**src/rtl/cdnc_pkg.sv**
```systemverilog
`timescale 1ns / 1ps
// Shared types, constants and calendar helpers for the day number converter.
package cdnc_pkg;

  localparam int YEAR_W = 14;
  localparam int CNT_W  = 22;

  localparam logic REQ_TO_COUNT = 1'b0;
  localparam logic REQ_TO_DATE  = 1'b1;

  localparam logic [13:0] WIN_LOW  = 14'd1900;
  localparam logic [13:0] WIN_HIGH = 14'd2099;

  localparam logic [3:0] MONTH_JAN = 4'd1;
  localparam logic [3:0] MONTH_FEB = 4'd2;
  localparam logic [3:0] MONTH_DEC = 4'd12;

  localparam logic [8:0]  DAYS_YEAR = 9'd365;
  localparam logic [8:0]  DAYS_LEAP = 9'd366;
  localparam logic [17:0] DAYS_400Y = 18'd146097;

  // floor(400 * 2^32 / 146097): year estimate is (x * RECIP_Q32) >> 32, low by at most one
  localparam logic [23:0] RECIP_Q32 = 24'(64'd1717986918400 / 64'd146097);
  // floor(x / 25) == (x * 2622) >> 16 for any 12-bit x
  localparam logic [11:0] DIV25_MUL = 12'd2622;

  localparam int D2C_LAT = 3;
  localparam int C2D_LAT = 11;

  typedef struct packed {
    logic              req_type;
    logic [YEAR_W-1:0] in_year;
    logic [3:0]        in_month;
    logic [4:0]        in_day;
    logic [CNT_W-1:0]  in_day_count;
  } req_t;

  typedef struct packed {
    logic [CNT_W-1:0]  out_day_count;
    logic [YEAR_W-1:0] out_year;
    logic [3:0]        out_month;
    logic [4:0]        out_day;
    logic              date_in_window;
    logic              request_error;
  } res_t;

  // Terms of the day count at the start of a year, p = year - 1
  typedef struct packed {
    logic [21:0] base365;
    logic [11:0] q4;
    logic [11:0] q100;
    logic [11:0] q400;
  } ys_parts_t;

  function automatic logic [11:0] div25(input logic [11:0] x);
    logic [23:0] prod;
    prod = x * DIV25_MUL;
    return {4'd0, prod[23:16]};
  endfunction

  function automatic ys_parts_t ys_parts(input logic [13:0] p);
    ys_parts_t s;
    s.base365 = {8'd0, p} * 22'd365;
    s.q4      = p[13:2];
    s.q100    = div25(p[13:2]);
    s.q400    = div25({2'd0, p[13:4]});
    return s;
  endfunction

  function automatic logic [21:0] ys_sum(input ys_parts_t s);
    return s.base365 + {10'd0, s.q4} - {10'd0, s.q100} + {10'd0, s.q400};
  endfunction

  function automatic logic [4:0] month_len(input logic [3:0] m, input logic leap);
    logic [4:0] len;
    case (m) inside
      MONTH_FEB:                  len = leap ? 5'd29 : 5'd28;
      4'd4, 4'd6, 4'd9, 4'd11:    len = 5'd30;
      default:                    len = 5'd31;
    endcase
    return len;
  endfunction

  // Days in the year before the first of month m
  function automatic logic [8:0] days_before(input logic [3:0] m, input logic leap);
    logic [8:0] s;
    case (m)
      4'd1:    s = 9'd0;
      4'd2:    s = 9'd31;
      4'd3:    s = 9'd59;
      4'd4:    s = 9'd90;
      4'd5:    s = 9'd120;
      4'd6:    s = 9'd151;
      4'd7:    s = 9'd181;
      4'd8:    s = 9'd212;
      4'd9:    s = 9'd243;
      4'd10:   s = 9'd273;
      4'd11:   s = 9'd304;
      4'd12:   s = 9'd334;
      default: s = 9'd0;
    endcase
    return s + ((leap && m > MONTH_FEB) ? 9'd1 : 9'd0);
  endfunction

  // Days in the year through the last day of month k
  function automatic logic [8:0] cum_end(input logic [3:0] k, input logic leap);
    logic [8:0] s;
    case (k)
      4'd1:    s = 9'd31;
      4'd2:    s = 9'd59;
      4'd3:    s = 9'd90;
      4'd4:    s = 9'd120;
      4'd5:    s = 9'd151;
      4'd6:    s = 9'd181;
      4'd7:    s = 9'd212;
      4'd8:    s = 9'd243;
      4'd9:    s = 9'd273;
      4'd10:   s = 9'd304;
      4'd11:   s = 9'd334;
      4'd12:   s = 9'd365;
      default: s = 9'd0;
    endcase
    return s + ((leap && k > MONTH_JAN) ? 9'd1 : 9'd0);
  endfunction

endpackage

```
**src/rtl/cdnc_d2c.sv**
```systemverilog
`timescale 1ns / 1ps
// Three-stage datapath that turns a year, month and day into a day count.
module cdnc_d2c #(
  parameter int unsigned MAX_YEAR  = 9999,
  parameter logic [21:0] MAX_COUNT = 22'd3652058
) (
  input  logic            clk,
  input  cdnc_pkg::req_t  req,
  output cdnc_pkg::res_t  res
);

  localparam logic [13:0] MaxYear = 14'(MAX_YEAR);

  typedef struct packed {
    cdnc_pkg::ys_parts_t parts;
    logic [11:0]         a25;
    logic [13:0]         yc;
    logic                y_zero;
    logic                y_high;
    logic [3:0]          m;
    logic [4:0]          d;
    logic                mon_ok;
    logic                err;
  } s1_t;

  typedef struct packed {
    logic [21:0] ys;
    logic [8:0]  dbm;
    logic [4:0]  d;
    logic        y_zero;
    logic        y_high;
    logic        err;
    logic        win;
  } s2_t;

  s1_t            s1_r, s1_nxt;
  s2_t            s2_r, s2_nxt;
  cdnc_pkg::res_t res_r, res_nxt;

  logic        leap;
  logic [11:0] rem25;
  logic [4:0]  last;
  logic [22:0] sum;

  always_comb begin
    s1_nxt.y_zero = (req.in_year == 14'd0);
    s1_nxt.y_high = (req.in_year > MaxYear);
    s1_nxt.yc     = (s1_nxt.y_zero || s1_nxt.y_high) ? 14'd1 : req.in_year;
    s1_nxt.m      = req.in_month;
    s1_nxt.d      = req.in_day;
    s1_nxt.mon_ok = (req.in_month >= cdnc_pkg::MONTH_JAN) &&
                    (req.in_month <= cdnc_pkg::MONTH_DEC);
    s1_nxt.err    = !s1_nxt.mon_ok || (req.in_day == 5'd0);
    s1_nxt.parts  = cdnc_pkg::ys_parts(s1_nxt.yc - 14'd1);
    s1_nxt.a25    = cdnc_pkg::div25(s1_nxt.yc[13:2]);
  end

  always_comb begin
    rem25 = s1_r.yc[13:2] - s1_r.a25 * 12'd25;
    leap  = (s1_r.yc[1:0] == 2'd0) && ((rem25 != 12'd0) || (s1_r.yc[3:2] == 2'd0));
    last  = cdnc_pkg::month_len(s1_r.m, leap);
    s2_nxt.ys     = cdnc_pkg::ys_sum(s1_r.parts);
    s2_nxt.dbm    = cdnc_pkg::days_before(s1_r.m, leap);
    s2_nxt.d      = s1_r.d;
    s2_nxt.y_zero = s1_r.y_zero;
    s2_nxt.y_high = s1_r.y_high;
    s2_nxt.err    = s1_r.err;
    s2_nxt.win    = (s1_r.yc >= cdnc_pkg::WIN_LOW) && (s1_r.yc <= cdnc_pkg::WIN_HIGH) &&
                    s1_r.mon_ok && (s1_r.d != 5'd0) && (s1_r.d <= last);
  end

  always_comb begin
    sum     = {1'b0, s2_r.ys} + {14'd0, s2_r.dbm} + {18'd0, s2_r.d} - 23'd1;
    res_nxt = '0;
    if (s2_r.err) begin
      res_nxt.request_error = 1'b1;
    end else begin
      if (s2_r.y_zero) begin
        res_nxt.out_day_count = '0;
      end else if (s2_r.y_high || (sum > {1'b0, MAX_COUNT})) begin
        res_nxt.out_day_count = MAX_COUNT;
      end else begin
        res_nxt.out_day_count = sum[21:0];
      end
      res_nxt.date_in_window = s2_r.win;
    end
  end

  always_ff @(posedge clk) begin
    s1_r  <= s1_nxt;
    s2_r  <= s2_nxt;
    res_r <= res_nxt;
  end

  assign res = res_r;

endmodule

```
**src/rtl/cdnc_c2d.sv**
```systemverilog
`timescale 1ns / 1ps
// Eleven-stage datapath that turns a day count into a year, month and day.
module cdnc_c2d #(
  parameter logic [21:0] MAX_COUNT = 22'd3652058
) (
  input  logic            clk,
  input  cdnc_pkg::req_t  req,
  output cdnc_pkg::res_t  res
);

  logic [21:0] nc1_r, nc1_nxt, x1_r, x1_nxt;
  logic [21:0] nc2_r, x2_r;
  logic [13:0] qe2_r, qe2_nxt;
  logic [45:0] prod2;
  logic [21:0] nc3_r, x3_r;
  logic [13:0] qe3_r;
  logic [31:0] pr3_r, pr3_nxt;
  logic [21:0] nc4_r;
  logic [13:0] qe4_r;
  logic [31:0] r4_r, r4_nxt, xw, x400;
  logic [21:0] nc5_r;
  logic [13:0] oy5_r, oy5_nxt, oy_est;
  logic [21:0] nc6_r;
  logic [13:0] oy6_r;
  cdnc_pkg::ys_parts_t parts6_r [4];
  cdnc_pkg::ys_parts_t parts6_nxt [4];
  logic [21:0] nc7_r;
  logic [13:0] oy7_r;
  logic [21:0] ys7_r [4];
  logic [21:0] ys7_nxt [4];
  logic [21:0] nc8_r, ysel8_r, ysel8_nxt, ynext8_r, ynext8_nxt;
  logic [13:0] oy8_r, oy8_nxt;
  logic        dec8, inc8;
  logic [13:0] oy9_r;
  logic [22:0] doy9_r, doy9_nxt;
  logic        leap9_r, leap9_nxt;
  logic [13:0] oy10_r;
  logic [22:0] doy10_r;
  logic        leap10_r;
  logic [3:0]  om10_r, om10_nxt;
  logic [8:0]  base10_r, base10_nxt;
  logic        found;
  logic [22:0] odw;
  logic [4:0]  last;
  cdnc_pkg::res_t res_r, res_nxt;

  always_comb begin
    nc1_nxt = (req.in_day_count > MAX_COUNT) ? MAX_COUNT : req.in_day_count;
    x1_nxt  = nc1_nxt + 22'd365;
  end

  always_comb begin
    prod2   = 46'(x1_r) * 46'(cdnc_pkg::RECIP_Q32);
    qe2_nxt = prod2[45:32];
  end

  assign pr3_nxt = {18'd0, qe2_r} * 32'(cdnc_pkg::DAYS_400Y);

  always_comb begin
    xw     = {10'd0, x3_r};
    x400   = (xw << 8) + (xw << 7) + (xw << 4);
    r4_nxt = x400 - pr3_r;
  end

  always_comb begin
    oy_est  = qe4_r + ((r4_r >= 32'(cdnc_pkg::DAYS_400Y)) ? 14'd1 : 14'd0);
    oy5_nxt = (oy_est == 14'd0) ? 14'd1 : oy_est;
  end

  // Candidate years oy-1 .. oy+2 start at p = oy-2 .. oy+1
  always_comb begin
    for (int i = 0; i < 4; i++) begin
      if (i == 0 && oy5_r < 14'd2) begin
        parts6_nxt[i] = cdnc_pkg::ys_parts(14'd0);
      end else begin
        parts6_nxt[i] = cdnc_pkg::ys_parts(oy5_r + 14'(i) - 14'd2);
      end
    end
  end

  always_comb begin
    for (int i = 0; i < 4; i++) begin
      ys7_nxt[i] = cdnc_pkg::ys_sum(parts6_r[i]);
    end
  end

  always_comb begin
    dec8 = (oy7_r > 14'd1) && (nc7_r < ys7_r[1]);
    inc8 = nc7_r >= ys7_r[2];
    if (dec8) begin
      oy8_nxt    = oy7_r - 14'd1;
      ysel8_nxt  = ys7_r[0];
      ynext8_nxt = ys7_r[1];
    end else if (inc8) begin
      oy8_nxt    = oy7_r + 14'd1;
      ysel8_nxt  = ys7_r[2];
      ynext8_nxt = ys7_r[3];
    end else begin
      oy8_nxt    = oy7_r;
      ysel8_nxt  = ys7_r[1];
      ynext8_nxt = ys7_r[2];
    end
  end

  always_comb begin
    doy9_nxt  = {1'b0, nc8_r} - {1'b0, ysel8_r};
    leap9_nxt = (ynext8_r - ysel8_r) == 22'(cdnc_pkg::DAYS_LEAP);
  end

  // First month whose end lies past the day of year; a count past the year stays in December
  always_comb begin
    om10_nxt = cdnc_pkg::MONTH_DEC;
    found    = 1'b0;
    for (int k = 12; k >= 1; k--) begin
      if (!doy9_r[22] && (doy9_r[21:0] < {13'd0, cdnc_pkg::cum_end(4'(k), leap9_r)})) begin
        om10_nxt = 4'(k);
        found    = 1'b1;
      end
    end
    if (found) begin
      base10_nxt = cdnc_pkg::days_before(om10_nxt, leap9_r);
    end else begin
      base10_nxt = leap9_r ? cdnc_pkg::DAYS_LEAP : cdnc_pkg::DAYS_YEAR;
    end
  end

  always_comb begin
    odw     = doy10_r - {14'd0, base10_r} + 23'd1;
    last    = cdnc_pkg::month_len(om10_r, leap10_r);
    res_nxt = '0;
    res_nxt.out_year       = oy10_r;
    res_nxt.out_month      = om10_r;
    res_nxt.out_day        = odw[4:0];
    res_nxt.date_in_window = (oy10_r >= cdnc_pkg::WIN_LOW) && (oy10_r <= cdnc_pkg::WIN_HIGH) &&
                             !doy10_r[22] && (odw != 23'd0) && (odw <= {18'd0, last});
  end

  always_ff @(posedge clk) begin
    nc1_r    <= nc1_nxt;
    x1_r     <= x1_nxt;
    nc2_r    <= nc1_r;
    x2_r     <= x1_r;
    qe2_r    <= qe2_nxt;
    nc3_r    <= nc2_r;
    x3_r     <= x2_r;
    qe3_r    <= qe2_r;
    pr3_r    <= pr3_nxt;
    nc4_r    <= nc3_r;
    qe4_r    <= qe3_r;
    r4_r     <= r4_nxt;
    nc5_r    <= nc4_r;
    oy5_r    <= oy5_nxt;
    nc6_r    <= nc5_r;
    oy6_r    <= oy5_r;
    parts6_r <= parts6_nxt;
    nc7_r    <= nc6_r;
    oy7_r    <= oy6_r;
    ys7_r    <= ys7_nxt;
    nc8_r    <= nc7_r;
    oy8_r    <= oy8_nxt;
    ysel8_r  <= ysel8_nxt;
    ynext8_r <= ynext8_nxt;
    oy9_r    <= oy8_r;
    doy9_r   <= doy9_nxt;
    leap9_r  <= leap9_nxt;
    oy10_r   <= oy9_r;
    doy10_r  <= doy9_r;
    leap10_r <= leap9_r;
    om10_r   <= om10_nxt;
    base10_r <= base10_nxt;
    res_r    <= res_nxt;
  end

  assign res = res_r;

endmodule

```
**src/rtl/calendar_day_number_converter_unit.sv**
```systemverilog
`timescale 1ns / 1ps
// A request taken at one edge passes the input register, eleven day-count-to-date stages and
// the output register, and its result shows with out_valid, held for one cycle; the date path
// is padded to match. Throughput: one request every cycle while busy is low.
// Reset (synchronous, rst_n low) clears the valid pipeline; busy is high during reset
// and drops at the first clock edge after it, then stays low, since the receiver cannot stall.
module calendar_day_number_converter_unit #(
  parameter int unsigned MAX_YEAR = 9999
) (
  input  logic            clk,
  input  logic            rst_n,
  input  logic            start,
  output logic            busy,
  input  cdnc_pkg::req_t  in_req,
  output logic            out_valid,
  output cdnc_pkg::res_t  out_res
);

  localparam int unsigned MyPrev  = MAX_YEAR - 1;
  localparam int unsigned MaxLeap =
    ((((MAX_YEAR % 4) == 0) && ((MAX_YEAR % 100) != 0)) || ((MAX_YEAR % 400) == 0)) ? 1 : 0;
  localparam logic [21:0] MaxCount =
    22'(MyPrev * 365 + MyPrev / 4 - MyPrev / 100 + MyPrev / 400 + 334 + MaxLeap + 30);
  localparam int Lat      = cdnc_pkg::C2D_LAT;
  localparam int Dly      = cdnc_pkg::C2D_LAT - cdnc_pkg::D2C_LAT;
  localparam int TotalLat = cdnc_pkg::C2D_LAT + 2;

  logic              busy_r;
  logic              acc;
  logic [Lat:0]      vld_r;
  logic [Lat:0]      typ_r;
  cdnc_pkg::req_t    req_r;
  cdnc_pkg::res_t    d2c_res;
  cdnc_pkg::res_t    c2d_res;
  cdnc_pkg::res_t    dly_r [Dly];
  logic              out_valid_r;
  cdnc_pkg::res_t    out_res_r, out_res_nxt;

  assign acc = start && !busy_r;

  cdnc_d2c #(
    .MAX_YEAR  (MAX_YEAR),
    .MAX_COUNT (MaxCount)
  ) u_d2c (
    .clk (clk),
    .req (req_r),
    .res (d2c_res)
  );

  cdnc_c2d #(
    .MAX_COUNT (MaxCount)
  ) u_c2d (
    .clk (clk),
    .req (req_r),
    .res (c2d_res)
  );

  assign out_res_nxt = (typ_r[Lat] == cdnc_pkg::REQ_TO_DATE) ? c2d_res : dly_r[Dly-1];

  always_ff @(posedge clk) begin
    if (!rst_n) begin
      busy_r      <= 1'b1;
      vld_r       <= '0;
      out_valid_r <= 1'b0;
    end else begin
      busy_r      <= 1'b0;
      vld_r       <= {vld_r[Lat-1:0], acc};
      out_valid_r <= vld_r[Lat];
    end
  end

  always_ff @(posedge clk) begin
    req_r     <= in_req;
    typ_r     <= {typ_r[Lat-1:0], in_req.req_type};
    dly_r[0]  <= d2c_res;
    for (int i = 1; i < Dly; i++) begin
      dly_r[i] <= dly_r[i-1];
    end
    out_res_r <= out_res_nxt;
  end

  assign busy      = busy_r;
  assign out_valid = out_valid_r;
  assign out_res   = out_res_r;

  a_latency : assert property (@(posedge clk) disable iff (!rst_n)
    acc |-> ##TotalLat out_valid)
    else $error("request did not produce a result at the expected latency");

  a_err_clean : assert property (@(posedge clk) disable iff (!rst_n)
    out_valid && out_res.request_error |->
      (out_res.out_day_count == '0) && !out_res.date_in_window && (out_res.out_year == '0))
    else $error("errored request carries a count or window flag");

  a_date_no_count : assert property (@(posedge clk) disable iff (!rst_n)
    out_valid && (out_res.out_month != 4'd0) |->
      (out_res.out_day_count == '0) && !out_res.request_error && (out_res.out_year != '0))
    else $error("date result mixes in count fields");

  a_window_year : assert property (@(posedge clk) disable iff (!rst_n)
    out_valid && out_res.date_in_window && (out_res.out_month != 4'd0) |->
      (out_res.out_year >= cdnc_pkg::WIN_LOW) && (out_res.out_year <= cdnc_pkg::WIN_HIGH))
    else $error("window flag set for a year outside the window");

endmodule
```
**config.mk**
```make
export PLATFORM = sky130hd
export DESIGN_NAME = calendar_day_number_converter_unit
export DESIGN_NICKNAME = d
export VERILOG_FILES = /design/src/rtl/cdnc_pkg.sv /design/src/rtl/cdnc_d2c.sv /design/src/rtl/cdnc_c2d.sv /design/src/rtl/calendar_day_number_converter_unit.sv
export SDC_FILE = /design/constraint.sdc
export NUM_CORES = 2
export LEC_CHECK = 0
export ABC_AREA = 1
export BUFFER_PORTS_ARGS = -buffer_cell sky130_fd_sc_hd__buf_2
export CAP_MARGIN = 10
export CORE_UTILIZATION = 52
export DETAILED_ROUTE_END_ITERATION = 8
export HOLD_SLACK_MARGIN = 0.06
export PLACE_DENSITY = 0.74
export SLEW_MARGIN = 20
export SYNTH_ARGS = -nofsm -noshare
export SYNTH_HDL_FRONTEND = slang
export SYNTH_HIERARCHICAL = 1
export SYNTH_SLANG_ARGS = --single-unit
```
**constraint.sdc**
```tcl
create_clock -name clk -period 10 [get_ports clk]
set_clock_uncertainty 0.1 [all_clocks]
set_input_delay 1 -clock clk [delete_from_list [all_inputs] [get_ports clk]]
set_output_delay 1 -clock clk [all_outputs]
set_load 0.01 [all_outputs]
```
# ---- After elaboration in Yosys (flattened, before gate mapping)
# Memory sizes are Yosys's and may differ from the RTL's. A register that Yosys moved wholly into a read port is not among the register bits.
# Index checks and enable logic that the tools add are counted.
dict set report word_totals {
  register_bits 1116
  latchBits 0
  ram_bits 376
  mem_bits_ro 288
  in_bits 49
  out_inout_bits 49
  wordCells 301
  n_memories 3
}
# memory words width read_ports rd_clocked_by_memory_dff write_ports line_no
set mem_list {}
lappend mem_list {dly_r 8 47 8 0 8 calendar_day_number_converter_unit.sv:35} ;# cdnc_pkg::res_t dly_r [Dly];
lappend mem_list {{(name not given)} 16 9 1 0 0 cdnc_pkg.sv:87} ;# case (m)
lappend mem_list {{(name not given)} 16 9 1 1 0 cdnc_pkg.sv:87}
dict set report op_classes {
  add_sub_neg 51
  multipliers 19
  n_div 0
  magnitude_cmp 30
  eq_ne 11
  n_shift 0
  muxes 48
  bitwise 0
  n_reduce_logical 46
}
# op n
set op_table {}
lappend op_table {{< comparator 22 x 9 -> 1 bit} 11}
lappend op_table {{multiplier 12 x 11 -> 23 bit (second input constant)} 6}
lappend op_table {{adder 22 x 12 -> 22 bit} 6}
lappend op_table {{2-to-1 mux 22 bit} 6}
lappend op_table {{multiplier 14 x 9 -> 22 bit (second input constant)} 5}
lappend op_table {{multiplier 10 x 11 -> 21 bit (second input constant)} 5}
lappend op_table {{adder 22 x 6 -> 22 bit} 4}
lappend op_table {{subtractor 22 x 8 -> 22 bit} 4}
lappend op_table {{subtractor 14 x 2 -> 14 bit (second input constant)} 4}
lappend op_table {{multiplier 22 x 24 -> 46 bit (second input constant)} 1}
lappend op_table {{2-to-1 mux 14 bit} 3}
lappend op_table {{2-to-1 mux 4 bit} 10}
lappend op_table {{adder 8 x 9 -> 9 bit (first input constant)} 4}
lappend op_table {{adder 9 bit (first input constant)} 4}
lappend op_table {{adder 32 x 26 -> 32 bit} 1}
lappend op_table {{>= comparator 32 x 18 -> 1 bit (second input constant)} 1}
lappend op_table {{multiplier 14 x 18 -> 32 bit (second input constant)} 1}
lappend op_table {{subtractor 32 bit} 1}
lappend op_table {{adder 30 x 29 -> 31 bit} 1}
lappend op_table {{adder 14 x 1 -> 14 bit (second input constant)} 2}
lappend op_table {{adder 14 x 2 -> 14 bit (second input constant)} 2}
lappend op_table {{>= comparator 14 x 11 -> 1 bit (second input constant)} 2}
lappend op_table {{<= comparator 14 x 12 -> 1 bit (second input constant)} 2}
lappend op_table {{zero test 14 bit} 2}
lappend op_table {{other kinds (50)} 117}

# ---- Depth between registers and ports, before layout
dict set report logic_depth {
  word_depth 20
  mapped_depth 40
  mapped_depth_nobuf 39
}

# ---- Modules after synthesis
# Netlist, hierarchy kept.
# mod instances cells_per_inst area_per_inst_um2 seq_area_each_um2
set modules_own_cells {}
lappend modules_own_cells {cdnc_c2d 1 7721 72305.6 16435.8}
lappend modules_own_cells {cdnc_d2c 1 2295 18838.1 3123.0}
lappend modules_own_cells {calendar_day_number_converter_unit 1 674 10621.4 9889.5}

# ---- Least setup slack after synthesis
# No wires, ideal clock.
dict set report synth_timing {
  path_type {register to register}
  from {reg u_c2d.oy5_r[7]}
  to {reg u_c2d/parts6_r[120] in the netlist's numbering}
  setup_ps 127
  arrival_ps 6806
  t_required_ps 9773
  setup_slack_ps 2967
  stages_incl_launch_ff 24
  path_buffers 0
  synth_period_minus_slack_ps 7033
  path_cell_list {dfxtp_1 -> inv_1 -> ha_1 -> a21boi_0 -> nand2_1 -> a21boi_0 -> nand2_1 -> xor2_1 -> inv_1 -> fa_1 -> fa_1 -> inv_1 -> fa_1 -> fa_1 -> fa_1 -> inv_1 -> ha_1 -> a21oi_1 -> o21ai_0 -> a21oi_1 -> o21ai_0 -> a21oi_1 -> o21ai_0 -> xor2_1}
}
# item line_no
set synth_lines {}
lappend synth_lines {{from (decl)} cdnc_c2d.sv:22} ;# logic [13:0] oy5_r, oy5_nxt, oy_est;
lappend synth_lines {{from (signal assigned)} cdnc_c2d.sv:152} ;# oy5_r <= oy5_nxt;
lappend synth_lines {{to (signal assigned)} cdnc_c2d.sv:155} ;# parts6_r <= parts6_nxt;
lappend synth_lines {{to (decl)} cdnc_c2d.sv:25} ;# cdnc_pkg::ys_parts_t parts6_r [4];

==> metrics.txt <==
run status=complete, no violations; setup slack of the worst register-to-register path=2.28 ns; number of global-route vias before repair=72100; CTS Hold Buffers Added=0; crit path max-delay cell type=sky130_fd_sc_hd__nor2_1; overflow left after global routing=0; floorplan die area=0.197 mm2; depth of the worst register-to-register path=33; Die Ht=444 um; clock-pin slew of the registers on the worst-case setup and hold paths=0.06 ns; final worst path period need=7.72 ns; relative area change from synthesis to final layout=8.82%; remaining antenna violation count after routing=0; weighted congestion reported at the end of routability-driven placement=0.941; count of instances resized after the clock tree is built=0; synthesized area=0.102 mm2; most frequent cells after synthesis=sky130_fd_sc_hd__inv_1 (2421), sky130_fd_sc_hd__ha_1 (1788), sky130_fd_sc_hd__dfxtp_1 (1471), sky130_fd_sc_hd__nand2_1 (1255), sky130_fd_sc_hd__fa_1 (984); number of placed I/O pins=98; unrepaired setup endpoints after global routing=false; CP arrival=8.33 ns; buffers added on ports=97; Skew-Pair Late Insertion Delay=0.83 ns; largest net degree at the start of global routing=74; Starting Density=0.523; # H-tree levels=4; average wire length per cell after detail routing=16.4 um; global-route usage over all layers=0.232; top cell type by total area after synthesis=sky130_fd_sc_hd__dfxtp_1; area of the core=0.195 mm2; Post-synth EDFFs=0; cell chosen for the clock root=sky130_fd_sc_hd__clkbuf_16; setup bufs post-CTS=0; largest fanout on the critical path=11; category of the worst setup path launch point=flop; Critical Path Most Common Cell=sky130_fd_sc_hd__nand2_1; Pins Over Slew Limit=0; worst hold path cell count=1; fraction of layout cells with a size suffix above 1=0.0441; Primary FF master, synth=sky130_fd_sc_hd__dfxtp_1; total via count after detailed routing=68600; Setup violations, final=0; Max stage delay on crit path=0.81 ns; Seq/Total Area, Yosys=0.289; Worst R2R Start=req_r[38]$_DFF_P_; fmax=130 MHz; startpoint-to-endpoint class of the critical path=flop to flop; x dimension of the die=444 um; first-pass GRT wire length=367000 um; number of failing hold endpoints at the final stage=0; terminating pin of the worst hold path=req_r[38]$_DFF_P_; number of placement rows=162; flops & latches, synth=1471; net count reported at finish=13700; count of fill cells added during filler insertion=16700; Tcrit/Tclk final=0.772; Cell variety after synth=73; summed negative setup slack over all endpoints=0 ns; Critical Path Source=req_r[38]$_DFF_P_; Routed Wire Length=224000 um; required time of the critical path=10.61 ns; Setup crit end kind=flop; initial antenna violation count=10; mean area per synthesized cell=9.52 um2; class of the worst hold path=input port to flop; top-count cell post-synth=sky130_fd_sc_hd__inv_1; number of instances in the synthesized netlist=10700; DRC violation count after routing=0; origin of the worst min-delay path=in_req[38]; worst slew slack as a fraction of its limit=0.293; number of design-rule violations left by the first detailed-router iteration=3538; Reg-to-Reg End=u_d2c/s1_r[58]$_DFF_P_; share of flip-flops with an asynchronous set or reset after synthesis=0; number of sinks driven by the clock tree=1471; Vias/cell=5.04; clock buffer count from CTS=155; detailed-placement wirelength estimate=187000 um; Max Cap Viol=0; cell types occupying the most area after synthesis=sky130_fd_sc_hd__dfxtp_1 (29%), sky130_fd_sc_hd__ha_1 (22%), sky130_fd_sc_hd__fa_1 (19%); share of the synthesized area in the top cell type=0.289; Max Buffers Root-to-Sink=3; Slew @ Worst Pin=1.05 ns; DRT Pass-1 Iters=6; TritonCTS clock tree=done; Yosys warning total=6
## sequential cells by signal, summed over array words and instances, names as in the netlist, 23 cells and up, named ones only
| name | flops |
|---|---|
| dly_r | 376 |
| u_c2d/parts6_r | 190 |
| u_c2d/ys7_r | 88 |
| u_d2c/s1_r | 83 |
| out_res | 47 |
| req_r | 45 |
| u_d2c/s2_r | 40 |
| u_c2d/pr3_r | 32 |
| u_c2d/r4_r | 32 |
| u_c2d/res | 24 |
| u_d2c/res | 24 |
| u_c2d/doy10_r | 23 |
| u_c2d/doy9_r | 23 |
## layout make-up
class	instances	area [um2]	area share
diodes	3	7.51	0.0000678
clock buffers	207	4370	0.0394
clock inverters	81	1140	0.0103
inverters	2438	9160	0.0827
multi-input cells	6730	62700	0.566
flip-flops and latches	1471	29400	0.266
well taps	2542	3180	0.0287
repair buffers	128	718	0.00649
## worst max-delay path, delay by kind of cell, from the launching register on
| family | cells | cell delay [ns] |
|---|---|---|
| AO/OA/AOI/OAI | 3 | 0.27 |
| buffers and inverters | 4 | 0.44 |
| XOR/XNOR | 2 | 0.71 |
| AND/OR/NAND/NOR | 17 | 3.04 |
| adder cells (fa/ha/maj) | 7 | 2.73 |
| flip-flops | 1 | 0.31 |
## logic make-up (layout without fill, tap and decap cells)
logic type               count (synthesis)  count (layout)  share of synthesized area
buffers and inverters                 2533            2854                     0.0962
other                                    2              49                  0.0000738
XOR/XNOR                               490             490                     0.0424
AO/OA/AOI/OAI                         1230            1230                     0.0675
AND/OR/NAND/NOR                       2192            2192                     0.0911
flip-flops                            1471            1471                      0.289
adder cells (fa/ha/maj)               2772            2772                      0.413
## per-stage QoR
step / area [um2] / utilization / hold WS, ns / worst slack, ns / std cells
after global routing: 111000 / 0.569 / 0.125 / 1.73 / 13600
after global placement: 105000 / 0.541 / 0.210 / 2.24 / 13300
after CTS: 111000 / 0.569 / 0.0893 / 2.02 / 13600
after detailed placement: 105000 / 0.541 / 0.212 / 2.06 / 13300
after floorplan: 102000 / - / 0.210 / 2.97 / 10700
final: 111000 / 0.569 / 0.164 / 2.28 / 13600
## placed cells by master, fill, tap and decap left out, types with 28 or more instances in the layout
cell type,instances
sky130_fd_sc_hd__a21o_1,28
sky130_fd_sc_hd__a21oi_1,604
sky130_fd_sc_hd__a31oi_1,42
sky130_fd_sc_hd__buf_2,97
sky130_fd_sc_hd__buf_4,31
sky130_fd_sc_hd__clkbuf_16,157
sky130_fd_sc_hd__conb_1,46
sky130_fd_sc_hd__dfxtp_1,1470
sky130_fd_sc_hd__fa_1,984
sky130_fd_sc_hd__ha_1,1788
sky130_fd_sc_hd__inv_1,2421
sky130_fd_sc_hd__nand2_1,1255
sky130_fd_sc_hd__nand3_1,256
sky130_fd_sc_hd__nand4_1,84
sky130_fd_sc_hd__nor2_1,402
sky130_fd_sc_hd__nor3_1,65
sky130_fd_sc_hd__nor4_1,30
sky130_fd_sc_hd__o21a_1,28
sky130_fd_sc_hd__o21ai_0,307
sky130_fd_sc_hd__o21ai_1,34
sky130_fd_sc_hd__o21bai_1,47
sky130_fd_sc_hd__xnor2_1,131
sky130_fd_sc_hd__xor2_1,356
## per-layer routing
metal	share of wire	vias to the layer above	wire length, um	GRT usage
met5	0.000063	-	14	0
met2	0.48	1298	107000	0.399
met4	0.039	2	8770	0.0918
met1	0.44	32800	99000	0.294
li1	-	34100	-	-
met3	0.040	396	8920	0.0300
## worst max-delay path by stage
| stage | cells after the start | endpoint |
|---|---|---|
| after floorplan | 23 | u_c2d/parts6_r[120]$_DFF_P_ |
| after global placement | 33 | u_d2c/s1_r[58]$_DFF_P_ |
| after detailed placement | 33 | u_d2c/s1_r[58]$_DFF_P_ |
| after CTS | 33 | u_d2c/s1_r[58]$_DFF_P_ |
| after global routing | 33 | u_d2c/s1_r[58]$_DFF_P_ |
| final | 33 | u_d2c/s1_r[58]$_DFF_P_ |
Power is left out: the tool's default activity adds up to more than one toggle a clock period on the data nets, which glitch-free logic cannot reach.
